[config.mk]
export PLATFORM = sky130hd
export DESIGN_NAME = lasc_cell
export DESIGN_NICKNAME = d
export VERILOG_FILES = /design/src/rtl/lasc_pkg.sv /design/src/rtl/lasc_cell.sv
export SDC_FILE = /design/constraint.sdc
export NUM_CORES = 1
export LEC_CHECK = 0
export BUFFER_PORTS_ARGS = -buffer_cell sky130_fd_sc_hd__buf_4
export CAP_MARGIN = 5
export CORE_MARGIN = 8
export CORE_UTILIZATION = 35
export CTS_CLUSTER_SIZE = 10
export DETAILED_ROUTE_END_ITERATION = 8
export PLACE_DENSITY_LB_ADDON = 0.05
export SKIP_LAST_GASP = 1
export SLEW_MARGIN = 10
export SYNTH_ARGS = -nofsm -noshare
export SYNTH_HDL_FRONTEND = slang
export SYNTH_SLANG_ARGS = --single-unit
[constraint.sdc]
create_clock -name clk -period 24.4 [get_ports clk]
set_input_delay 1.22 -clock clk [delete_from_list [all_inputs] [get_ports clk]]
set_output_delay 1.22 -clock clk [all_outputs]
set_load 0.02 [all_outputs]
[src/rtl/lasc_pkg.sv]
`default_nettype none
package lasc_pkg;

  localparam int MAX_QUERY  = 256;
  localparam int SCORE_BITS = 16;
  localparam int COL_BITS   = 16;
  localparam int SYM_BITS   = 8;

  localparam int QLEN_BITS  = $clog2(MAX_QUERY + 1);
  localparam int IDX_BITS   = $clog2(MAX_QUERY);
  localparam int BND_BITS   = COL_BITS + 11;
  localparam int VAL_BITS   = SCORE_BITS + 2;
  localparam int CALC_BITS  = (BND_BITS > VAL_BITS) ? BND_BITS : VAL_BITS;

  localparam logic [SCORE_BITS-1:0] SCORE_MAX = {SCORE_BITS{1'b1}};
  localparam logic [COL_BITS-1:0]   COL_MAX   = {COL_BITS{1'b1}};

  localparam logic [1:0] ACT_CLEAR  = 2'd0;
  localparam logic [1:0] ACT_APPEND = 2'd1;
  localparam logic [1:0] ACT_TARGET = 2'd2;

  localparam logic [1:0] ST_OK    = 2'd0;
  localparam logic [1:0] ST_FULL  = 2'd1;
  localparam logic [1:0] ST_EMPTY = 2'd2;

  localparam logic [1:0] REG_MATCH    = 2'd0;
  localparam logic [1:0] REG_MISMATCH = 2'd1;
  localparam logic [1:0] REG_GAP      = 2'd2;

  typedef struct packed {
    logic [6:0]        match;
    logic signed [7:0] mismatch;
    logic signed [7:0] gap;
  } lasc_cfg_t;

  typedef struct packed {
    logic                        valid;
    logic [QLEN_BITS-1:0]        rows_left;
    logic [SYM_BITS-1:0]         sym;
    logic                        first;
    logic                        col0;
    logic signed [CALC_BITS-1:0] bnd;
    logic [SCORE_BITS-1:0]       above;
    logic [SCORE_BITS-1:0]       diag;
  } lasc_tok_t;

endpackage
`default_nettype wire

[src/rtl/lasc_cell.sv]
`default_nettype none
module lasc_cell (
  input  wire logic                               clk,
  input  wire logic                               rst,
  input  wire lasc_pkg::lasc_cfg_t                cfg,
  input  wire logic [lasc_pkg::IDX_BITS-1:0]      cell_idx,
  input  wire logic                               load_en,
  input  wire logic [lasc_pkg::IDX_BITS-1:0]      load_idx,
  input  wire logic [lasc_pkg::SYM_BITS-1:0]      load_sym,
  input  wire lasc_pkg::lasc_tok_t                tin,
  output lasc_pkg::lasc_tok_t                     tout
);
  localparam int CW = lasc_pkg::CALC_BITS;
  localparam int SB = lasc_pkg::SCORE_BITS;

  logic [lasc_pkg::SYM_BITS-1:0] qsym;
  logic [SB-1:0]                 prev;
  logic                          active;
  logic signed [CW-1:0]          m, gap, b_v, d_v, u_v, l_v, best_v, v_raw;
  logic [SB-1:0]                 v;

  always_comb begin
    active = tin.valid && (tin.rows_left != '0);
    gap    = CW'(cfg.gap);
    m      = (qsym == tin.sym) ? $signed({{(CW-7){1'b0}}, cfg.match}) : CW'(cfg.mismatch);
    b_v    = tin.bnd + m;
    d_v    = $signed({{(CW-SB){1'b0}}, tin.diag}) + m;
    u_v    = $signed({{(CW-SB){1'b0}}, tin.above}) + gap;
    l_v    = $signed({{(CW-SB){1'b0}}, prev}) + gap;
    best_v = d_v;
    if (u_v > best_v) best_v = u_v;
    if (l_v > best_v) best_v = l_v;
    v_raw  = (tin.first || tin.col0) ? b_v : best_v;
    if (v_raw < 0) begin
      v = '0;
    end else if (v_raw > $signed({{(CW-SB){1'b0}}, lasc_pkg::SCORE_MAX})) begin
      v = lasc_pkg::SCORE_MAX;
    end else begin
      v = v_raw[SB-1:0];
    end
  end

  always_ff @(posedge clk) begin
    if (load_en && (load_idx == cell_idx)) qsym <= load_sym;
    if (active) prev <= v;
    tout.rows_left <= active ? tin.rows_left - 1'b1 : tin.rows_left;
    tout.sym       <= tin.sym;
    tout.first     <= 1'b0;
    tout.col0      <= tin.col0;
    tout.bnd       <= tin.bnd + gap;
    tout.above     <= active ? v : tin.above;
    tout.diag      <= active ? prev : tin.diag;
    if (rst) begin
      tout.valid <= 1'b0;
    end else begin
      tout.valid <= tin.valid;
    end
  end
endmodule
`default_nettype wire

After elaboration in Yosys (flattened, before gate mapping). Index checks and enable logic that the tools add are counted.

Muxes and demuxes: 9. Bitwise gates (word level): 0. Eq/ne operators: 2. $add $sub $neg: 6. Divide/modulo/power cells: 0. Multipliers: 0. Reductions and logical operators: 4. $lt $le $gt $ge: 4. Shift-type cells: 0.

Operator list (number): $mux W27 (4); $mux W16 (4); $gt A18 B27 Y1 (2); $add A17 B8 Y18 (2); $add A17 B27 Y27 (1); $add A27 B27 Y27 (1); $add A27 B8 Y27 (1); $gt A27 B17 Y1 const B (1); $lt A27 B1 Y1 const B (1); $eq A8 B8 Y1 (2); $mux W9 (1); $reduce_bool A9 Y1 (1); $sub A9 B1 Y9 const B (1); $logic_and A1 B1 Y1 (2); $logic_or A1 B1 Y1 (1).

Logic and storage cells: 34. Register bits: 102. Input port bits: 129. Memory bits (read-only): 0. Latch bits: 0. Memories: 0. Memory bits (writable): 0.

Longest topological paths before layout. Gate-level depths: netlist of run 1.

Depth in word-level cells: 12. Gate-level depth with buffers: 42. Depth with buffers taken out: 38.

Worst setup path before layout of run 1. No wires, ideal clock.

Path kind: input to register. From: in tin[63] (netlist bit). To: reg prev[3] (data pin). Stages: 40. Path slack: 15.374 ns. Arrival: 8.763 ns. Setup time: 0.262 ns. Buffers on the path: 4. Required time: 24.138 ns. Cells stage by stage: xnor2_1 nand4_1 or2_2 clkbuf_1 mux2_2 ha_1 fa_1 a211oi_1 nor2_1 o21ai_2 o21ai_0 a21oi_1 nor4b_1 a21oi_1 xnor2_1 ha_1 a21o_1 a21o_1 (+4 left out) nand2_2 buf_2 buf_2 a21boi_0 ha_1 nor2b_1 o21a_1 o21a_1 o21ai_0 a21oi_1 o221ai_1 a21oi_1 o21a_1 nand2_1 a211oi_1 nor4b_4 buf_2 a21oi_1.

Word-level cells in the longest chain between the ends: 11. Elaborated cells between the ends (all ways): 13.

Ends and longest elaborated chain: start: declaration (RTL line lasc_cell.sv:10) `input wire lasc_pkg::lasc_tok_t tin,`; $eq A8 B8 Y1 (*) (RTL line lasc_cell.sv:25) `m = (qsym == tin.sym) ? $signed({{(CW-7){1'b0}}, cfg.match}) : CW'(cfg.mismatch);`; $mux W27 (*) (RTL line lasc_cell.sv:25); $add A17 B27 Y27 (RTL line lasc_cell.sv:27) `d_v = $signed({{(CW-SB){1'b0}}, tin.diag}) + m;`; $gt A18 B27 Y1 (RTL line lasc_cell.sv:31) `if (u_v > best_v) best_v = u_v;`; $mux W27 (RTL line lasc_cell.sv:31); $gt A18 B27 Y1 (RTL line lasc_cell.sv:32) `if (l_v > best_v) best_v = l_v;`; $mux W27 (RTL line lasc_cell.sv:32); $mux W27 (*) (RTL line lasc_cell.sv:33) `v_raw = (tin.first || tin.col0) ? b_v : best_v;`; $gt A27 B17 Y1 (RTL line lasc_cell.sv:36) `end else if (v_raw > $signed({{(CW-SB){1'b0}}, lasc_pkg::SCORE_MAX})) begin`; $mux W16 (RTL line lasc_cell.sv:36); $mux W16 (*) (RTL line lasc_cell.sv:34) `if (v_raw < 0) begin`; named net v[3] (RTL line lasc_cell.sv:20) `logic [SB-1:0] v;`; end signal: assignment (RTL line lasc_cell.sv:45) `if (active) prev <= v;`; end: declaration (RTL line lasc_cell.sv:17) `logic [SB-1:0] prev;`.

The timed path passes the listed nets; every way through them passes the cells marked *. A chain may end at the register's enable or synchronous reset.

Worst setup path after layout of run 1.
From: in tin[62] (netlist bit). To: reg prev[11] (data pin).

Same word-level chain as after synthesis.

==> results of run 1 <==
[cells in the final DEF, fill, tap and decap left out, types with 7 or more instances in the layout]
cell / synthesis / layout
a211oi_1: 14 / 14
a21o_1: 33 / 33
a21oi_1: 87 / 87
a311oi_2: 9 / 9
a31oi_1: 17 / 17
and2_1: 8 / 8
and3_1: 11 / 11
buf_4: 2 / 214
clkbuf_16: 0 / 9
dfxtp_1: 78 / 78
edfxtp_1: 24 / 24
ha_1: 128 / 128
inv_1: 41 / 40
mux2_2: 7 / 7
mux2i_1: 11 / 11
nand2_1: 104 / 104
nand2b_1: 11 / 11
nand3_1: 35 / 35
nand4_1: 17 / 17
nor2_1: 98 / 98
nor2b_1: 11 / 11
nor3_1: 36 / 36
nor4_1: 13 / 13
o211ai_1: 15 / 15
o21a_1: 22 / 22
o21ai_0: 39 / 39
o21ai_1: 10 / 9
o21bai_1: 12 / 12
o221ai_1: 12 / 12
o22a_1: 8 / 8
or2_2: 10 / 10
or3_1: 9 / 9
or4_1: 8 / 8
xnor2_1: 84 / 84
xor2_1: 32 / 32
[metrics by stage]
step,power [mW],instances,util,worst slack [ps]
CTS,0.831,1770,0.429,14230
global route,0.887,1770,0.429,13470
floorplan,0.523,1197,-,15370
global placement,0.675,1754,0.419,14060
detailed placement,0.675,1754,0.419,13820
finish,0.826,1770,0.429,14150
[power by group through the flow]
stage               logic [mW]  clock network [mW]  registers (mW)
floorplan                0.281                   0           0.242
global placement         0.459                   0           0.216
detailed placement       0.459                   0           0.216
CTS                      0.462               0.157           0.212
global route             0.509               0.163           0.215
finish                   0.463               0.151           0.212
[per-layer routing]
layer,vias to the layer above,track usage
met3,40,0.0514
met5,-,0
met4,2,0.0423
li1,4833,-
met2,279,0.328
met1,4447,0.254
[worst paths after layout]
kind / start / to / slack (ps) / depth (start not counted)
max: tin[62] / prev[11] / 14150 / 38
min: prev[14] / tout[14] / 500 / 2
max reg2reg: qsym[1] / prev[11] / 14730 / 37
min reg2reg: prev[14] / tout[14] / 500 / 2
[critical path: cells and delay by family]
family	cells	cell delay, ps
and+or+nand+nor	8	2550
muxes	1	330
AOI/OAI and AO/OA	21	3950
adders and majority gates	4	1260
xor gates and xnor gates	2	450
buffers and inverters	2	540
[sequential cells by signal, indices dropped and copies added, names as in the netlist]
name,cells
prev,16
qsym,8
tout,78
[cells by family after synthesis]
group	after synthesis	share of synthesized area
mux	18	0.0188
other cells	1	0.000374
simple gates	388	0.191
flops	102	0.228
compound gates	355	0.256
xor+xnor	116	0.101
buf+inv	84	0.0348
fa+ha+maj	133	0.170
[cell usage after synthesis (6+ instances only)]
cell type  number
a211oi_1       14
a21boi_0        6
a21o_1         33
a21oi_1        87
a311oi_1        6
a311oi_2        9
a31oi_1        17
and2_1          8
and3_1         11
buf_2           9
clkbuf_1       25
dfxtp_1        78
edfxtp_1       24
ha_1          128
inv_1          41
mux2_2          7
mux2i_1        11
nand2_1       104
nand2b_1       11
nand3_1        35
nand4_1        17
nor2_1         98
nor2b_1        11
nor3_1         36
nor4_1         13
o211ai_1       15
o21a_1         22
o21ai_0        39
o21ai_1        10
o21bai_1       12
o221ai_1       12
o22a_1          8
or2_2          10
or3_1           9
or4_1           8
xnor2_1        84
xor2_1         32
[area by class of cell]
class	instances	area, um^2
flip-flops and latches	102	2280
repair buffers	214	1610
clock inverters	7	73.8
fillers	2882	16200
well taps	384	480
multi-input cells	1011	7400
inverters	43	161
clock buffers	9	225
==> results_dict.tcl, run 1 <==
set metrics [dict create \
    status "finished clean" \
    grt_usage 0.198 \
    fmax_ghz 0.0976 \
    diodes 0 \
    std_cell_rows 62 \
    ys_ff_latch 102 \
    crit_path_frequent_cell "a21oi_1" \
    netSwitchingFraction 0.441 \
    layout_min_cycle_time_ps 10250 \
    cp.arrival_ps 10320 \
    synth-warning-count 0 \
    yosys.area.top_type_share 0.160 \
    p_clk_frac 0.183 \
    areaGrowthSynthToFinish_pct 22.0 \
    slew_violations 0 \
    ant_nets 0 \
    drt_wl_total_um 34200 \
    skew_ps 11.7 \
    wl_per_cell_um 19.3 \
    worst_ir_drop_vdd_mv 0.0407 \
    dpl.hpwl_um 28100 \
    dr_wl_met2_um 15400 \
    synth_ff_type "dfxtp_1" \
    async_reset_ff_frac 0 \
    post_cts_buffers 0 \
    p_seq_frac 0.257 \
    syn_nets 1459 \
    routed_via_density 5.42 \
    first_iter_violations 566 \
    fin_area_um2 12200 \
    finalSetupTns_ps 0 \
    cp-start-kind "input port" \
    start_util 0.352 \
    yosysUniqueCellTypes 89 \
    synth_area_leaders "ha_1 (16%), dfxtp_1 (16%), xnor2_1 (7.3%), edfxtp_1 (7.2%), a21oi_1 (4.3%)" \
    die-height_um 185 \
    place.gp.congestion 1.00 \
    grt_max_degree 52 \
    final_nets 1643 \
    ys_seq_area_frac 0.228 \
    drv_cap 0 \
    synth_area_um2 10000 \
    clk_pin_slew_ps 80 \
    drive_gt1_frac 0.206 \
    hold_viol 0 \
    synth.avg_cell_area_um2 8.37 \
    setup_violations 0 \
    worstMarginPinSlew_ps 915 \
    die-area_um2 34300 \
    cts_buffers 9 \
    holdWs_ps 496 \
    fin_crit_sh 0.420 \
    clk_latency_ps 370 \
    antenna_found_initial 1 \
    grt_pass1_vias 9721 \
    p_int_mw 0.462 \
    drc 0 \
    wl_met1_um 15700 \
    power_frac_comb 0.560 \
    cts_buffer_depth 2 \
    rsz0062_at_grt "no" \
    critical_path.max_stage_delay_ps 570 \
    grt_pass1_wl_um 53400 \
    cts-root-buf "clkbuf_16" \
    cts_sinks 102 \
    cp_slowest_cell "nand2_1" \
    min-delay-path-class "flip-flop to flip-flop" \
    end_kind "flip-flop" \
    net-switching-power_mw 0.365 \
    drtPass1Iterations 5 \
    syn_inst 1197 \
    path_class "input port to flip-flop" \
    wl_met3_um 2480 \
    crit_fanout 32 \
    cts-htree-levels 3 \
    synth_edf_count 24 \
    ios 208 \
    die_w_um 185 \
    maxUsedRoutingLayer "met5" \
    vias 9601 \
    placed_area_um2 11900 \
    portBuffers 206 \
    yosysTopAreaCell "ha_1" \
    crit_required_ps 24470 \
    cts_tree "built" \
    cts.repair.resized 0 \
    cts_hold_buf 0 \
    core_area_um2 28500 \
    powerDensity_nw_per_um2 67.6 \
    grt-ovfl-total 0 \
    power.leakage_nw 5.32 \
    relSlewSlack 0.390 \
]
No activity file was read; power rests on OpenSTA's default activity.
==> run 2, diff against run 1 <==
==> constraint.sdc (replaced) <==
create_clock -name clk -period 10.45 [get_ports clk]
set_input_delay 0.5225 -clock clk [delete_from_list [all_inputs] [get_ports clk]]
set_output_delay 0.5225 -clock clk [all_outputs]
set_load 0.02 [all_outputs]
==> results_dict.tcl, run 2 (synthesis gave the netlist of run 1 again) <==
set metrics [dict create \
    fmax_ghz 0.109 \
    placed_area_um2 12000 \
    cp-start-kind "flip-flop" \
    dp.cells 1757 \
    relSlewSlack 0.324 \
    portBuffers 206 \
    rr_startpoint "qsym[1]" \
    layout_common_cells "buf_4 (217), ha_1 (128), nand2_1 (104), nor2_1 (98), a21oi_1 (87)" \
    p_clk_frac 0.185 \
    multi_input_area_um2 7400 \
    finalSetupTns_ps 0 \
    regMostFlops "tout" \
    diodes 0 \
    net-switching-power_mw 0.857 \
    place.gp.congestion 0.902 \
    vias 9749 \
    layout_commonest_cell "buf_4" \
    path_class "flip-flop to flip-flop" \
    power.leakage_nw 5.33 \
    largest_reg_flops 78 \
    netSwitchingFraction 0.443 \
    cp_top_family "compound AO/OA/AOI/OAI gates" \
    antenna_found_initial 2 \
    power_frac_comb 0.559 \
    largestRegisters "tout (78), prev (16), qsym (8)" \
    skew_ps 15.2 \
    cp_slowest_cell "nor2_2" \
    rr_worst_depth 38 \
    end_kind "flip-flop" \
    fin_area_um2 12200 \
    r2r-end "prev[6]" \
    die-area_um2 34300 \
    drc 0 \
    wl_per_cell_um 19.6 \
    fin_cells 1773 \
    seqCellArea_um2 2280 \
    cts_buffer_depth 2 \
    slew_violations 0 \
    std_cell_rows 62 \
    ant_nets 0 \
    ios 208 \
    cts_hold_buf 0 \
    cts_tree "built" \
    grt_pass1_wl_um 54000 \
    cp.arrival_ps 9290 \
    cts.repair.resized 0 \
    drtPass1Iterations 5 \
    drive_gt1_frac 0.207 \
    dpl.hpwl_um 28700 \
    p_seq_frac 0.256 \
    fill_cells 2914 \
    drt_wl_total_um 34800 \
    worst_ir_drop_vdd_mv 0.0928 \
    first_iter_violations 558 \
    critical_path.max_stage_delay_ps 630 \
    cp_num_buf_inv 1 \
    clk_latency_ps 370 \
    status "finished clean" \
    grt-ovfl-total 0 \
    ff2ff_setup_slack_ps 1250 \
    crit_required_ps 10550 \
    fin_crit_sh 0.880 \
    start_util 0.352 \
    setup_violations 0 \
    cts-root-buf "clkbuf_16" \
    cts-htree-levels 3 \
    worstHoldStart "tin[62]" \
    grt_usage 0.200 \
    cts_sinks 102 \
    final_nets 1646 \
    crit_fanout 18 \
    holdPathEnd "tout[62]" \
    powerDensity_nw_per_um2 158 \
    core_area_um2 28500 \
    worstMarginPinSlew_ps 1010 \
    crit_path_frequent_cell "a21oi_1" \
    routed_via_density 5.50 \
    post_cts_buffers 0 \
    clk_pin_slew_ps 90 \
    cp.depth 38 \
    die-height_um 185 \
    p_int_mw 1.08 \
    layout_min_cycle_time_ps 9200 \
    min-delay-path-class "input port to flip-flop" \
    hold_viol 0 \
    hold-path-cell-count 1 \
    drv_cap 0 \
    grt_max_degree 66 \
    rsz0062_at_grt "no" \
    cts_buffers 9 \
    die_w_um 185 \
    areaGrowthSynthToFinish_pct 22.2 \
    grt_pass1_vias 9607 \
]
run 2: changes by cell type in the layout (fill, tap and decap cells not counted):
cell,delta
buf_4,+3
run 2: power by group through the flow:
stage / clock [mW] / sequential [mW] / combinational, mW
finish: 0.359 / 0.496 / 1.08
floorplan: 0 / 0.565 / 0.656
global route: 0.385 / 0.503 / 1.18
CTS: 0.369 / 0.496 / 1.08
global placement: 0 / 0.505 / 1.08
detailed placement: 0 / 0.505 / 1.08
run 2: worst reg2reg max path, delay by kind of cell (launching register included):
| family | cells | cell delay, ps |
|---|---|---|
| compound gates | 18 | 3580 |
| xor+xnor | 2 | 280 |
| fa+ha+maj | 4 | 1290 |
| buf+inv | 1 | 230 |
| flops | 1 | 390 |
| mux | 2 | 590 |
| simple gates | 11 | 2540 |
run 2: stage by stage:
stage	total power [mW]	worst slack, ps	util	hold slack (ps)
after floorplan	1.22	2120	-	439
after global placement	1.58	1200	0.420	478
after detailed placement	1.58	1050	0.420	464
after CTS	1.95	1300	0.430	258
after global routing	2.07	358	0.430	251
final	1.94	1250	0.430	270
run 2: area by class of cell:
class	instances	area share
Sequential cell	102	0.186
Timing Repair Buffer	217	0.133
Clock buffer	9	0.0184
Clock inverter	7	0.00603
Tap cell	384	0.0392
Inverter	43	0.0132
Multi-Input combinational cell	1011	0.604
run 2: per-layer routing:
metal	track usage	part of all wire	vias up
li1	-	-	4837
met1	0.265	0.46	4596
met2	0.323	0.45	272
met3	0.0486	0.070	40
met4	0.0467	0.020	4
met5	0	0.00063	-
run 2: worst max path at each step:
stage                        from  endpoint  slack, ps
after CTS                 qsym[1]   prev[5]       1300
after global routing      qsym[6]   prev[9]        360
final                     qsym[1]   prev[6]       1250
after detailed placement  tin[62]   prev[5]       1050
after global placement    tin[62]   prev[1]       1200
after floorplan           tin[63]   prev[3]       2120
